`config.mk`:
```
export PLATFORM = sky130hd
export DESIGN_NAME = sbus_frame_decoder
export DESIGN_NICKNAME = d
export VERILOG_FILES = /design/src/rtl/sbusfd_pkg.sv /design/src/rtl/sbusfd_unpack.sv /design/src/rtl/sbusfd_divider.sv /design/src/rtl/sbus_frame_decoder.sv
export SDC_FILE = /design/constraint.sdc
export NUM_CORES = 1
export LEC_CHECK = 0
export ABC_CLOCK_PERIOD_IN_PS = 4000
export BUFFER_PORTS_ARGS = -buffer_cell sky130_fd_sc_hd__clkbuf_2
export CAP_MARGIN = 20
export CORE_MARGIN = 3
export CORE_UTILIZATION = 35
export CTS_CLUSTER_DIAMETER = 50
export DETAILED_ROUTE_END_ITERATION = 8
export GPL_TIMING_DRIVEN = 0
export MAX_ROUTING_LAYER = met4
export PLACE_DENSITY_LB_ADDON = 0.2
export SLEW_MARGIN = 20
export SYNTH_ARGS = -nofsm -noshare
export SYNTH_HDL_FRONTEND = slang
export SYNTH_SLANG_ARGS = --single-unit
```
`constraint.sdc`:
```
create_clock -name clock -period 4 [get_ports clock]
set_clock_uncertainty 0.1 [all_clocks]
set_input_delay 0.4 -clock clock [delete_from_list [all_inputs] [get_ports clock]]
set_output_delay 0.4 -clock clock [all_outputs]
set_load 0.02 [all_outputs]
```
`src/rtl/sbusfd_pkg.sv`:
```
package sbusfd_pkg;

   // Frame geometry.
   localparam int FRAME_BYTES   = 25;
   localparam int CHANNEL_COUNT = 16;
   localparam int CHANNEL_BITS  = 11;
   localparam int CH_IDX_W      = $clog2(CHANNEL_COUNT);
   localparam int POS_W         = 5;
   localparam int ACC_W         = CHANNEL_BITS - 1;
   localparam int ACC_CNT_W     = 4;

   // Byte positions inside a frame.
   localparam logic [POS_W-1:0] POS_IDLE      = '0;
   localparam logic [POS_W-1:0] POS_FIRST     = POS_W'(1);
   localparam logic [POS_W-1:0] POS_LAST_DATA = POS_W'(FRAME_BYTES - 3);
   localparam logic [POS_W-1:0] POS_FLAG      = POS_W'(FRAME_BYTES - 2);

   // Result error codes.
   localparam logic [1:0] ERR_NONE   = 2'd0;
   localparam logic [1:0] ERR_HEADER = 2'd1;
   localparam logic [1:0] ERR_FOOTER = 2'd2;
   localparam logic [1:0] ERR_SHORT  = 2'd3;

   // Control register indexes.
   localparam int CSR_INDEX_W = 3;
   localparam logic [CSR_INDEX_W-1:0] CSR_HEADER_VALUE    = 3'd0;
   localparam logic [CSR_INDEX_W-1:0] CSR_FOOTER_NORMAL   = 3'd1;
   localparam logic [CSR_INDEX_W-1:0] CSR_FOOTER_LOST     = 3'd2;
   localparam logic [CSR_INDEX_W-1:0] CSR_FOOTER_FAILSAFE = 3'd3;
   localparam logic [CSR_INDEX_W-1:0] CSR_CHANNEL_CENTER  = 3'd4;
   localparam logic [CSR_INDEX_W-1:0] CSR_CHANNEL_FULL    = 3'd5;

   localparam logic [7:0]              RST_HEADER_VALUE    = 8'h0F;
   localparam logic [7:0]              RST_FOOTER_NORMAL   = 8'h00;
   localparam logic [7:0]              RST_FOOTER_LOST     = 8'h04;
   localparam logic [7:0]              RST_FOOTER_FAILSAFE = 8'h08;
   localparam logic [CHANNEL_BITS-1:0] RST_CHANNEL_CENTER  = 11'd1024;
   localparam logic [CHANNEL_BITS-1:0] RST_CHANNEL_FULL    = 11'd1695;

   // Divider geometry: dividend is 2*|num|*4096 + |den|, divisor is 2*|den|.
   localparam int DIVIDEND_W = CHANNEL_BITS + 14;
   localparam int DIVISOR_W  = CHANNEL_BITS + 1;
   localparam int DIV_CNT_W  = $clog2(DIVIDEND_W);

   typedef struct packed {
      logic [7:0]              header_value;
      logic [7:0]              footer_normal;
      logic [7:0]              footer_lost;
      logic [7:0]              footer_failsafe;
      logic [CHANNEL_BITS-1:0] channel_center;
      logic [CHANNEL_BITS-1:0] channel_full;
   } csr_type;

   typedef struct packed {
      logic       valid;
      logic [1:0] error_code;
      logic       digital_one;
      logic       digital_two;
      logic       lost_flag;
      logic       failsafe_flag;
   } frame_event_type;

   typedef struct packed {
      logic busy;
      logic done;
   } div_status_type;

endpackage

```
`src/rtl/sbusfd_unpack.sv`:
```
module sbusfd_unpack import sbusfd_pkg::*; (
   input  logic                    clock,
   input  logic                    reset,
   input  csr_type                 csr,
   input  logic                    byte_fire,
   input  logic [7:0]              data_byte,
   input  logic                    frame_start,
   input  logic [CH_IDX_W-1:0]     rd_index,
   output logic [CHANNEL_BITS-1:0] rd_data,
   output frame_event_type         frame_event
);

   logic [POS_W-1:0]     pos_ff, pos_in;
   logic [ACC_W-1:0]     acc_ff, acc_in;
   logic [ACC_CNT_W-1:0] bits_ff, bits_in;
   logic [CH_IDX_W-1:0]  ch_ff, ch_in;
   logic [7:0]           flag_ff, flag_in;
   logic                 hdr_good_ff, hdr_good_in;

   logic [CHANNEL_BITS-1:0] store [CHANNEL_COUNT];
   logic                    store_we;
   logic [CHANNEL_BITS-1:0] rd_data_ff;

   logic [ACC_W+7:0]     merged;
   logic [ACC_CNT_W:0]   bits_sum;
   logic                 have_channel;
   logic                 match_normal, match_lost, match_failsafe;

   assign merged       = {8'b0, acc_ff} | ({(ACC_W)'(0), data_byte} << bits_ff);
   assign bits_sum     = {1'b0, bits_ff} + (ACC_CNT_W+1)'(8);
   assign have_channel = bits_sum >= (ACC_CNT_W+1)'(CHANNEL_BITS);

   assign match_normal   = data_byte == csr.footer_normal;
   assign match_lost     = data_byte == csr.footer_lost;
   assign match_failsafe = data_byte == csr.footer_failsafe;

   always_comb begin
      pos_in      = pos_ff;
      acc_in      = acc_ff;
      bits_in     = bits_ff;
      ch_in       = ch_ff;
      flag_in     = flag_ff;
      hdr_good_in = hdr_good_ff;
      store_we    = 1'b0;
      frame_event = '0;
      if (byte_fire) begin
         if (frame_start) begin
            if (pos_ff != POS_IDLE) begin
               frame_event.valid      = 1'b1;
               frame_event.error_code = ERR_SHORT;
               frame_event.lost_flag  = 1'b1;
            end
            hdr_good_in = data_byte == csr.header_value;
            acc_in      = '0;
            bits_in     = '0;
            ch_in       = '0;
            flag_in     = '0;
            pos_in      = POS_FIRST;
         end else if (pos_ff == POS_IDLE) begin
            pos_in = POS_IDLE;
         end else if (pos_ff <= POS_LAST_DATA) begin
            // At most one channel completes per byte since fewer than 11 bits wait.
            if (have_channel) begin
               store_we = 1'b1;
               acc_in   = ACC_W'(merged[ACC_W+7:CHANNEL_BITS]);
               bits_in  = ACC_CNT_W'(bits_sum - (ACC_CNT_W+1)'(CHANNEL_BITS));
               ch_in    = ch_ff + CH_IDX_W'(1);
            end else begin
               acc_in  = merged[ACC_W-1:0];
               bits_in = bits_sum[ACC_CNT_W-1:0];
            end
            pos_in = pos_ff + POS_W'(1);
         end else if (pos_ff == POS_FLAG) begin
            flag_in = data_byte;
            pos_in  = pos_ff + POS_W'(1);
         end else begin
            pos_in            = POS_IDLE;
            frame_event.valid = 1'b1;
            if (!hdr_good_ff) begin
               frame_event.error_code = ERR_HEADER;
               frame_event.lost_flag  = 1'b1;
            end else if (!match_normal && !match_lost && !match_failsafe) begin
               frame_event.error_code = ERR_FOOTER;
               frame_event.lost_flag  = 1'b1;
            end else begin
               frame_event.error_code    = ERR_NONE;
               frame_event.digital_one   = flag_ff[0];
               frame_event.digital_two   = flag_ff[1];
               frame_event.lost_flag     = flag_ff[2] | match_lost;
               frame_event.failsafe_flag = flag_ff[3] | (!match_lost & match_failsafe);
            end
         end
      end
   end

   always_ff @(posedge clock) begin
      if (reset) begin
         pos_ff      <= POS_IDLE;
         acc_ff      <= '0;
         bits_ff     <= '0;
         ch_ff       <= '0;
         flag_ff     <= '0;
         hdr_good_ff <= 1'b0;
      end else begin
         pos_ff      <= pos_in;
         acc_ff      <= acc_in;
         bits_ff     <= bits_in;
         ch_ff       <= ch_in;
         flag_ff     <= flag_in;
         hdr_good_ff <= hdr_good_in;
      end
   end

   // Registered read: the data for an address shows up in the next cycle.
   always_ff @(posedge clock) begin
      if (store_we) begin
         store[ch_ff] <= merged[CHANNEL_BITS-1:0];
      end
      rd_data_ff <= store[rd_index];
   end

   assign rd_data = rd_data_ff;

endmodule

```
`src/rtl/sbusfd_divider.sv`:
```
module sbusfd_divider import sbusfd_pkg::*; (
   input  logic                  clock,
   input  logic                  reset,
   input  logic                  start,
   input  logic [DIVIDEND_W-1:0] dividend,
   input  logic [DIVISOR_W-1:0]  divisor,
   output div_status_type        status,
   output logic [DIVIDEND_W-1:0] quotient
);

   // Restoring division, one quotient bit per cycle; quotient bits shift in
   // behind the dividend bits as they are consumed.
   logic [DIVIDEND_W-1:0] q_ff, q_in;
   logic [DIVISOR_W-1:0]  rem_ff, rem_in;
   logic [DIVISOR_W-1:0]  dsr_ff, dsr_in;
   logic [DIV_CNT_W-1:0]  cnt_ff, cnt_in;
   logic                  busy_ff, busy_in;
   logic                  done_ff, done_in;

   logic [DIVISOR_W:0]    shifted;
   logic [DIVISOR_W+1:0]  diff;

   assign shifted = {rem_ff, q_ff[DIVIDEND_W-1]};
   assign diff    = {1'b0, shifted} - {2'b0, dsr_ff};

   always_comb begin
      q_in    = q_ff;
      rem_in  = rem_ff;
      dsr_in  = dsr_ff;
      cnt_in  = cnt_ff;
      busy_in = busy_ff;
      done_in = done_ff;
      if (start) begin
         q_in    = dividend;
         rem_in  = '0;
         dsr_in  = divisor;
         cnt_in  = DIV_CNT_W'(DIVIDEND_W - 1);
         busy_in = 1'b1;
         done_in = 1'b0;
      end else if (busy_ff) begin
         if (!diff[DIVISOR_W+1]) begin
            rem_in = diff[DIVISOR_W-1:0];
            q_in   = {q_ff[DIVIDEND_W-2:0], 1'b1};
         end else begin
            rem_in = shifted[DIVISOR_W-1:0];
            q_in   = {q_ff[DIVIDEND_W-2:0], 1'b0};
         end
         if (cnt_ff == '0) begin
            busy_in = 1'b0;
            done_in = 1'b1;
         end else begin
            cnt_in = cnt_ff - DIV_CNT_W'(1);
         end
      end
   end

   always_ff @(posedge clock) begin
      if (reset) begin
         busy_ff <= 1'b0;
         done_ff <= 1'b0;
         cnt_ff  <= '0;
      end else begin
         busy_ff <= busy_in;
         done_ff <= done_in;
         cnt_ff  <= cnt_in;
      end
   end

   always_ff @(posedge clock) begin
      q_ff   <= q_in;
      rem_ff <= rem_in;
      dsr_ff <= dsr_in;
   end

   assign status.busy = busy_ff;
   assign status.done = done_ff;
   assign quotient    = q_ff;

endmodule

```
`src/rtl/sbus_frame_decoder.sv`:
```
// Channel  Direction  Handshake                  Payload
// req_     in         req_valid / req_stall      data_byte, frame_start
// rsp_     out        rsp_valid / rsp_stall      channel_index .. last (one port each)
// csr_     in         csr_we (no wait)           csr_index, csr_wdata
//
// A byte is taken while the sequencer is idle and the result register can move on.
// A good footer starts sixteen normalizations on one shared restoring divider that
// yields one quotient bit per cycle, and the result side can stall each result.
// The input is stalled meanwhile. Reset is synchronous and active high; it restores
// the control registers to their defaults and leaves the decoder waiting for
// a frame start.
module sbus_frame_decoder import sbusfd_pkg::*; (
   input  logic                    clock,
   input  logic                    reset,
   input  logic                    req_valid,
   output logic                    req_stall,
   input  logic [7:0]              req_data_byte,
   input  logic                    req_frame_start,
   output logic                    rsp_valid,
   input  logic                    rsp_stall,
   output logic [CH_IDX_W-1:0]     rsp_channel_index,
   output logic [CHANNEL_BITS-1:0] rsp_raw_value,
   output logic signed [15:0]      rsp_normalized,
   output logic                    rsp_digital_one,
   output logic                    rsp_digital_two,
   output logic                    rsp_lost_flag,
   output logic                    rsp_failsafe_flag,
   output logic [1:0]              rsp_error_code,
   output logic                    rsp_last,
   input  logic                    csr_we,
   input  logic [CSR_INDEX_W-1:0]  csr_index,
   input  logic [CHANNEL_BITS-1:0] csr_wdata
);

   // Sequencer states for the per-channel normalization pass.
   localparam logic [1:0] S_IDLE  = 2'd0;
   localparam logic [1:0] S_START = 2'd1;
   localparam logic [1:0] S_DIV   = 2'd2;
   localparam logic [1:0] S_EMIT  = 2'd3;

   csr_type csr_ff;

   logic [1:0]          state_ff, state_in;
   logic [CH_IDX_W-1:0] ch_ff, ch_in;

   // Frame flags captured from a good footer, shared by all sixteen results.
   logic d1_ff, d1_in, d2_ff, d2_in, lost_ff, lost_in, fs_ff, fs_in;

   // Per-channel operand details kept while the divider runs.
   logic [CHANNEL_BITS-1:0] raw_ff, raw_in;
   logic                    neg_ff, neg_in;
   logic                    num_neg_ff, num_neg_in;
   logic                    num_zero_ff, num_zero_in;

   // Result register.
   logic                    rsp_valid_ff, rsp_valid_in;
   logic [CH_IDX_W-1:0]     o_idx_ff, o_idx_in;
   logic [CHANNEL_BITS-1:0] o_raw_ff, o_raw_in;
   logic [15:0]             o_norm_ff, o_norm_in;
   logic                    o_d1_ff, o_d1_in, o_d2_ff, o_d2_in;
   logic                    o_lost_ff, o_lost_in, o_fs_ff, o_fs_in;
   logic [1:0]              o_err_ff, o_err_in;
   logic                    o_last_ff, o_last_in;

   logic                    byte_fire;
   logic                    out_free;
   frame_event_type         frame_event;
   logic [CHANNEL_BITS-1:0] store_data;

   logic signed [CHANNEL_BITS:0] numer;
   logic signed [CHANNEL_BITS:0] denom;
   logic [CHANNEL_BITS-1:0]      abs_num;
   logic [CHANNEL_BITS-1:0]      abs_den;
   logic [DIVIDEND_W-1:0]        dividend;
   logic [DIVISOR_W-1:0]         divisor;
   logic                         div_start;
   div_status_type               div_status;
   logic [DIVIDEND_W-1:0]        quotient;
   logic [15:0]                  norm_value;

   // The input waits while the sequencer works or a result cannot move on.
   assign out_free  = !rsp_valid_ff || !rsp_stall;
   assign req_stall = (state_ff != S_IDLE) || !out_free;
   assign byte_fire = req_valid && !req_stall;

   always_ff @(posedge clock) begin
      if (reset) begin
         csr_ff.header_value    <= RST_HEADER_VALUE;
         csr_ff.footer_normal   <= RST_FOOTER_NORMAL;
         csr_ff.footer_lost     <= RST_FOOTER_LOST;
         csr_ff.footer_failsafe <= RST_FOOTER_FAILSAFE;
         csr_ff.channel_center  <= RST_CHANNEL_CENTER;
         csr_ff.channel_full    <= RST_CHANNEL_FULL;
      end else if (csr_we) begin
         unique case (csr_index)
            CSR_HEADER_VALUE:    csr_ff.header_value    <= csr_wdata[7:0];
            CSR_FOOTER_NORMAL:   csr_ff.footer_normal   <= csr_wdata[7:0];
            CSR_FOOTER_LOST:     csr_ff.footer_lost     <= csr_wdata[7:0];
            CSR_FOOTER_FAILSAFE: csr_ff.footer_failsafe <= csr_wdata[7:0];
            CSR_CHANNEL_CENTER:  csr_ff.channel_center  <= csr_wdata;
            CSR_CHANNEL_FULL:    csr_ff.channel_full    <= csr_wdata;
            default: ;
         endcase
      end
   end

   // The channel store is addressed with the next channel number, ch_in, so its registered
   // data belongs to the current channel by the time the sequencer needs it.
   sbusfd_unpack u_unpack (
      .clock       (clock),
      .reset       (reset),
      .csr         (csr_ff),
      .byte_fire   (byte_fire),
      .data_byte   (req_data_byte),
      .frame_start (req_frame_start),
      .rd_index    (ch_in),
      .rd_data     (store_data),
      .frame_event (frame_event)
   );

   // Operands: rounding to nearest is folded in as (2|n|*4096 + |d|) / (2|d|).
   assign numer    = $signed({1'b0, store_data}) - $signed({1'b0, csr_ff.channel_center});
   assign denom    = $signed({1'b0, csr_ff.channel_full}) -
                     $signed({1'b0, csr_ff.channel_center});
   assign abs_num  = numer[CHANNEL_BITS] ? CHANNEL_BITS'(-numer) : numer[CHANNEL_BITS-1:0];
   assign abs_den  = denom[CHANNEL_BITS] ? CHANNEL_BITS'(-denom) : denom[CHANNEL_BITS-1:0];
   assign dividend = {1'b0, abs_num, 13'b0} + {14'b0, abs_den};
   assign divisor  = {abs_den, 1'b0};
   assign div_start = state_ff == S_START;

   sbusfd_divider u_divider (
      .clock    (clock),
      .reset    (reset),
      .start    (div_start),
      .dividend (dividend),
      .divisor  (divisor),
      .status   (div_status),
      .quotient (quotient)
   );

   // Sign, saturation and the zero-divisor case. The user must not change the divisor
   // while a frame is reported, which is not enforced; it is read from the registers.
   always_comb begin
      if (denom == '0) begin
         if (num_zero_ff) begin
            norm_value = 16'h0000;
         end else if (num_neg_ff) begin
            norm_value = 16'h8000;
         end else begin
            norm_value = 16'h7FFF;
         end
      end else if (!neg_ff) begin
         norm_value = (|quotient[DIVIDEND_W-1:15]) ? 16'h7FFF : {1'b0, quotient[14:0]};
      end else if (quotient > DIVIDEND_W'(32768)) begin
         norm_value = 16'h8000;
      end else begin
         norm_value = 16'(16'h0000 - quotient[15:0]);
      end
   end

   always_comb begin
      state_in     = state_ff;
      ch_in        = ch_ff;
      d1_in        = d1_ff;
      d2_in        = d2_ff;
      lost_in      = lost_ff;
      fs_in        = fs_ff;
      raw_in       = raw_ff;
      neg_in       = neg_ff;
      num_neg_in   = num_neg_ff;
      num_zero_in  = num_zero_ff;
      rsp_valid_in = rsp_valid_ff && rsp_stall;
      o_idx_in     = o_idx_ff;
      o_raw_in     = o_raw_ff;
      o_norm_in    = o_norm_ff;
      o_d1_in      = o_d1_ff;
      o_d2_in      = o_d2_ff;
      o_lost_in    = o_lost_ff;
      o_fs_in      = o_fs_ff;
      o_err_in     = o_err_ff;
      o_last_in    = o_last_ff;
      unique case (state_ff)
         S_IDLE: begin
            if (frame_event.valid) begin
               if (frame_event.error_code != ERR_NONE) begin
                  // A single error transaction; the result register is free here.
                  rsp_valid_in = 1'b1;
                  o_idx_in     = '0;
                  o_raw_in     = '0;
                  o_norm_in    = '0;
                  o_d1_in      = 1'b0;
                  o_d2_in      = 1'b0;
                  o_lost_in    = 1'b1;
                  o_fs_in      = 1'b0;
                  o_err_in     = frame_event.error_code;
                  o_last_in    = 1'b1;
               end else begin
                  d1_in    = frame_event.digital_one;
                  d2_in    = frame_event.digital_two;
                  lost_in  = frame_event.lost_flag;
                  fs_in    = frame_event.failsafe_flag;
                  ch_in    = '0;
                  state_in = S_START;
               end
            end
         end
         S_START: begin
            raw_in      = store_data;
            neg_in      = numer[CHANNEL_BITS] ^ denom[CHANNEL_BITS];
            num_neg_in  = numer[CHANNEL_BITS];
            num_zero_in = numer == '0;
            state_in    = S_DIV;
         end
         S_DIV: begin
            if (div_status.done && !div_status.busy) begin
               state_in = S_EMIT;
            end
         end
         S_EMIT: begin
            if (out_free) begin
               rsp_valid_in = 1'b1;
               o_idx_in     = ch_ff;
               o_raw_in     = raw_ff;
               o_norm_in    = norm_value;
               o_d1_in      = d1_ff;
               o_d2_in      = d2_ff;
               o_lost_in    = lost_ff;
               o_fs_in      = fs_ff;
               o_err_in     = ERR_NONE;
               o_last_in    = ch_ff == CH_IDX_W'(CHANNEL_COUNT - 1);
               if (ch_ff == CH_IDX_W'(CHANNEL_COUNT - 1)) begin
                  state_in = S_IDLE;
               end else begin
                  ch_in    = ch_ff + CH_IDX_W'(1);
                  state_in = S_START;
               end
            end
         end
         default: state_in = S_IDLE;
      endcase
   end

   always_ff @(posedge clock) begin
      if (reset) begin
         state_ff     <= S_IDLE;
         ch_ff        <= '0;
         rsp_valid_ff <= 1'b0;
      end else begin
         state_ff     <= state_in;
         ch_ff        <= ch_in;
         rsp_valid_ff <= rsp_valid_in;
      end
   end

   always_ff @(posedge clock) begin
      d1_ff       <= d1_in;
      d2_ff       <= d2_in;
      lost_ff     <= lost_in;
      fs_ff       <= fs_in;
      raw_ff      <= raw_in;
      neg_ff      <= neg_in;
      num_neg_ff  <= num_neg_in;
      num_zero_ff <= num_zero_in;
      o_idx_ff    <= o_idx_in;
      o_raw_ff    <= o_raw_in;
      o_norm_ff   <= o_norm_in;
      o_d1_ff     <= o_d1_in;
      o_d2_ff     <= o_d2_in;
      o_lost_ff   <= o_lost_in;
      o_fs_ff     <= o_fs_in;
      o_err_ff    <= o_err_in;
      o_last_ff   <= o_last_in;
   end

   assign rsp_valid         = rsp_valid_ff;
   assign rsp_channel_index = o_idx_ff;
   assign rsp_raw_value     = o_raw_ff;
   assign rsp_normalized    = $signed(o_norm_ff);
   assign rsp_digital_one   = o_d1_ff;
   assign rsp_digital_two   = o_d2_ff;
   assign rsp_lost_flag     = o_lost_ff;
   assign rsp_failsafe_flag = o_fs_ff;
   assign rsp_error_code    = o_err_ff;
   assign rsp_last          = o_last_ff;

endmodule

```
==> flow_summary.toml <==
[outcome]
outcome = "finished clean"

[routing]
initialDrtViolationCount = 1012
wl_um = 48900
firstDrtPassIters = 5
ant_nets = 0
drc = 0
post_drt_wl_per_cell_um = 18.8
vias = 13400
vias_per_cell = 5.15

[synth]
syn_nets = 1827
ys_ff_latch = 387
ys.flop_type = "edfxtp_1"
ys_seq_area_share_pct = 57.2
synth_area_sq_mm = 0.0182
syn_area_per_cell_sq_um = 10.5
synthDistinctLibCells = 77
async_flop_share_pct = 0
synth-warning-count = 0
synthCells = 1745
synth_edf_count = 268

[power]
vdd_drop_max_v = 0.000295
p_leak_nw = 7.66
power.total_mw = 11.8
power_density_mw_per_mm2 = 551

[timing]
worstMarginPinSlew_ps = 1040
max_freq_mhz = 266
rsz0062_at_grt = "no"
finalHoldViolCount = 0
fin_crit_sh_pct = 94.0
period_minus_slack_ps = 3760
slew_viol_final = 0
fin_hold_ws_ps = 64.4
finalSetupViolations = 0
relSlewSlack_pct = 30.6

[placement]
place.detailed.hpwl_um = 34900
portBuffers = 58
gp_congestion = 0.832

[floorplanning]
start_util_pct = 35.5
die-area_sq_mm = 0.0549
die_w_um = 234
core_sq_mm = 0.0514
die_h_um = 234
io_pins = 68
core.rowCount = 83

[setup_path]
reg2regPathDepth = 10
r2r_end = "u_unpack.rd_data[5]$_DFF_P_"
reg2reg_slack_ps = 240
path_class = "flip-flop to flip-flop"
crit_required_ps = 4310
crit_fanout = 10
max_stage_delay_ps = 620
crit_slowest_cell = "a211oi_1"
end_kind = "flip-flop"
crit_chain = "xor2_1 -> nor4_1 -> a22o_1 -> o211ai_1 -> a21oi_1 -> buf_2 -> buf_2 -> a221oi_1 -> a211oi_1 -> a221oi_1"
start_kind = "flip-flop"
cp.arrival_ps = 4070
r2r-start = "csr_ff[28]$_SDFFE_PP0P_"

[worst_hold_path]
hold_depth = 3
hp-start = "csr_wdata[6]"
min_to = "csr_ff[52]$_SDFFE_PP0P_"
hold_class = "input port to flip-flop"

[run]
cap_violations = 0

[grt]
grt_pass1_vias = 12900
grt_pass1_wl_um = 75000
overflow = 0
grt_max_degree = 27
grt_usage_pct = 18.3
antenna_found_initial = 0

[cts]
clkSlewWorstSetupHoldPaths_ps = 60
cts-htree-levels = 2
cts_sinks = 387
numCtsBuffers = 50
cts_buffer_depth = 3
cts_tree = "yes"
root_buffer = "clkbuf_16"
clock_latency_ps = 590

[final_layout]
nets = 1956
syn_to_final_growth_pct = 17.0
drive_above_1_share_pct = 12.7
antenna_cells = 0
fillers = 4975
## cell families (layout without fill, tap and decap cells)
| group | after synthesis | count (layout) | synth area share [%] |
|---|---|---|---|
| xor+xnor | 75 | 75 | 3.60 |
| mux | 44 | 44 | 2.81 |
| flops | 387 | 387 | 57.2 |
| compound gates | 383 | 383 | 13.0 |
| buf+inv | 153 | 323 | 3.40 |
| simple gates | 649 | 649 | 16.2 |
| fa+ha+maj | 54 | 54 | 3.83 |
## critical path: cells and delay by family (launching register included)
kind,cells,cell delay (ps)
AO/OA/AOI/OAI,6,1810
XOR/XNOR,1,150
AND/OR/NAND/NOR,1,540
buffers and inverters,2,650
flip-flops,1,320
## registers in the layout, indices dropped and copies added (netlist names), 2 cells and up
name                count
ch_ff                   4
csr_ff                 54
raw_ff                 11
rsp_channel_index       4
rsp_error_code          2
rsp_normalized         16
rsp_raw_value          11
state_ff                2
u_divider.cnt_ff        5
u_divider.dsr_ff       11
u_divider.quotient     25
u_divider.rem_ff       12
u_unpack.acc_ff        10
u_unpack.bits_ff        4
u_unpack.ch_ff          4
u_unpack.flag_ff        4
u_unpack.pos_ff         5
u_unpack.rd_data       11
u_unpack.store        176
## power by group
part	leakage, nW	internal, mW	switching (mW)
combinational	3.39	0.778	1.41
clock	0.819	2.70	1.82
sequential	3.45	4.82	0.232
total	7.66	8.29	3.46
## placed cells by master (no fill, tap or decap), drive strengths merged, types with 9 or more instances in the layout
master	n
xnor2	48
a21o	9
or3	12
mux2i	22
nor2b	18
and3	9
and2	32
a22oi	11
nand3	49
inv	73
clkbuf	176
nor3	34
mux2	18
a21oi	142
o21ai	97
a211oi	24
nor2	118
nand2b	22
edfxtp	268
xor2	27
dfxtp	119
a221oi	20
ha	51
clkinv	16
a31oi	12
nand2	313
buf	48
a32oi	11
## layout make-up
class                           instances  area [sq um]  share of cell area [%]
Inverter                               65           244                    1.14
Buffer                                 88           379                    1.78
Clock buffer                           62          1350                    6.31
Tap cell                              680           851                    3.99
Timing Repair Buffer                   77           490                    2.30
Multi-Input combinational cell       1205          7270                    34.1
Sequential cell                       387         10400                    48.9
Clock inverter                         31           332                    1.55
## layer usage
| layer | up-vias | GRT usage, % | part of all wire, % |
|---|---|---|---|
| met1 | 6429 | 24.7 | 47 |
| li1 | 6519 | - | - |
| met5 | - | - | 0 |
| met4 | 0 | 5.70 | 2.6 |
| met3 | 81 | 2.89 | 4.9 |
| met2 | 333 | 28.4 | 45 |
## per-stage QoR
step | cell area (sq um) | setup WS (ps) | setup TNS (ps) | utilization [%] | cells
final | 21300 | 241 | 0 | 41.5 | 2595
after global routing | 21300 | 18.1 | 0 | 41.5 | 2595
after CTS | 21300 | 117 | 0 | 41.4 | 2592
after detailed placement | 19600 | -105 | -239 | 38.1 | 2496
after global placement | 19400 | -1150 | -51840 | 37.7 | 2483
after floorplan | 18200 | 176 | 0 | - | 1745
## how the worst max path moves through the flow
stage,start,to,slack [ps],depth (start not counted)
4_1_cts,u_unpack.pos_ff[0]$_SDFFE_PP0P_,u_unpack.rd_data[8]$_DFF_P_,120,13
6_report,csr_ff[28]$_SDFFE_PP0P_,u_unpack.rd_data[5]$_DFF_P_,240,10
5_1_grt,csr_ff[26]$_SDFFE_PP0P_,u_unpack.rd_data[5]$_DFF_P_,20,10
3_5_place_dp,req_data_byte[1],u_unpack.rd_data[6]$_DFF_P_,-100,11
2_1_floorplan,req_data_byte[1],rsp_channel_index[0]$_SDFFCE_PN0P_,180,9
3_3_place_gp,req_data_byte[1],rsp_normalized[6]$_SDFFCE_PN0P_,-1150,9
## cell usage after synthesis (4+ instances only)
| cell | instances | area [sq um] |
|---|---|---|
| o21a_1 | 7 | 52.6 |
| o31ai_1 | 8 | 60.1 |
| nor4_1 | 8 | 50.1 |
| buf_2 | 25 | 125 |
| nand2_1 | 313 | 1170 |
| a22oi_1 | 10 | 75.1 |
| or3_1 | 12 | 75.1 |
| o41ai_1 | 4 | 35.0 |
| nor2b_1 | 18 | 113 |
| xor2_1 | 27 | 236 |
| a221oi_1 | 20 | 175 |
| a21oi_1 | 139 | 696 |
| o21bai_1 | 6 | 45.0 |
| o2111ai_1 | 4 | 35.0 |
| and2_1 | 31 | 194 |
| mux2_2 | 18 | 203 |
| edfxtp_1 | 268 | 8050 |
| nor3b_1 | 5 | 37.5 |
| a21o_1 | 9 | 67.6 |
| a211oi_1 | 24 | 180 |
| a31oi_1 | 12 | 75.1 |
| o21ai_1 | 11 | 55.1 |
| nand3_1 | 49 | 245 |
| dfxtp_1 | 119 | 2380 |
| nand4_1 | 8 | 50.1 |
| o21ai_0 | 84 | 420 |
| clkbuf_1 | 55 | 206 |
| buf_1 | 5 | 18.8 |
| xnor2_1 | 48 | 420 |
| nor2_1 | 118 | 443 |
| nand2b_1 | 22 | 138 |
| a32oi_1 | 11 | 96.3 |
| or2_2 | 5 | 31.3 |
| ha_1 | 51 | 638 |
| mux4_2 | 4 | 90.1 |
| and3_1 | 9 | 56.3 |
| o211ai_1 | 7 | 52.6 |
| nor3_1 | 34 | 170 |
| mux2i_1 | 22 | 220 |
| inv_1 | 63 | 236 |
## repair_timing
action                                  in CTS  in global routing
endpoints found under the hold margin        6                  0
setup buffers                                0                  0
endpoints found under the setup margin       0                  8
resized for setup                            0                  5
hold buffers                                 3                  0
Note: power is estimated with default switching activity, not from simulation.
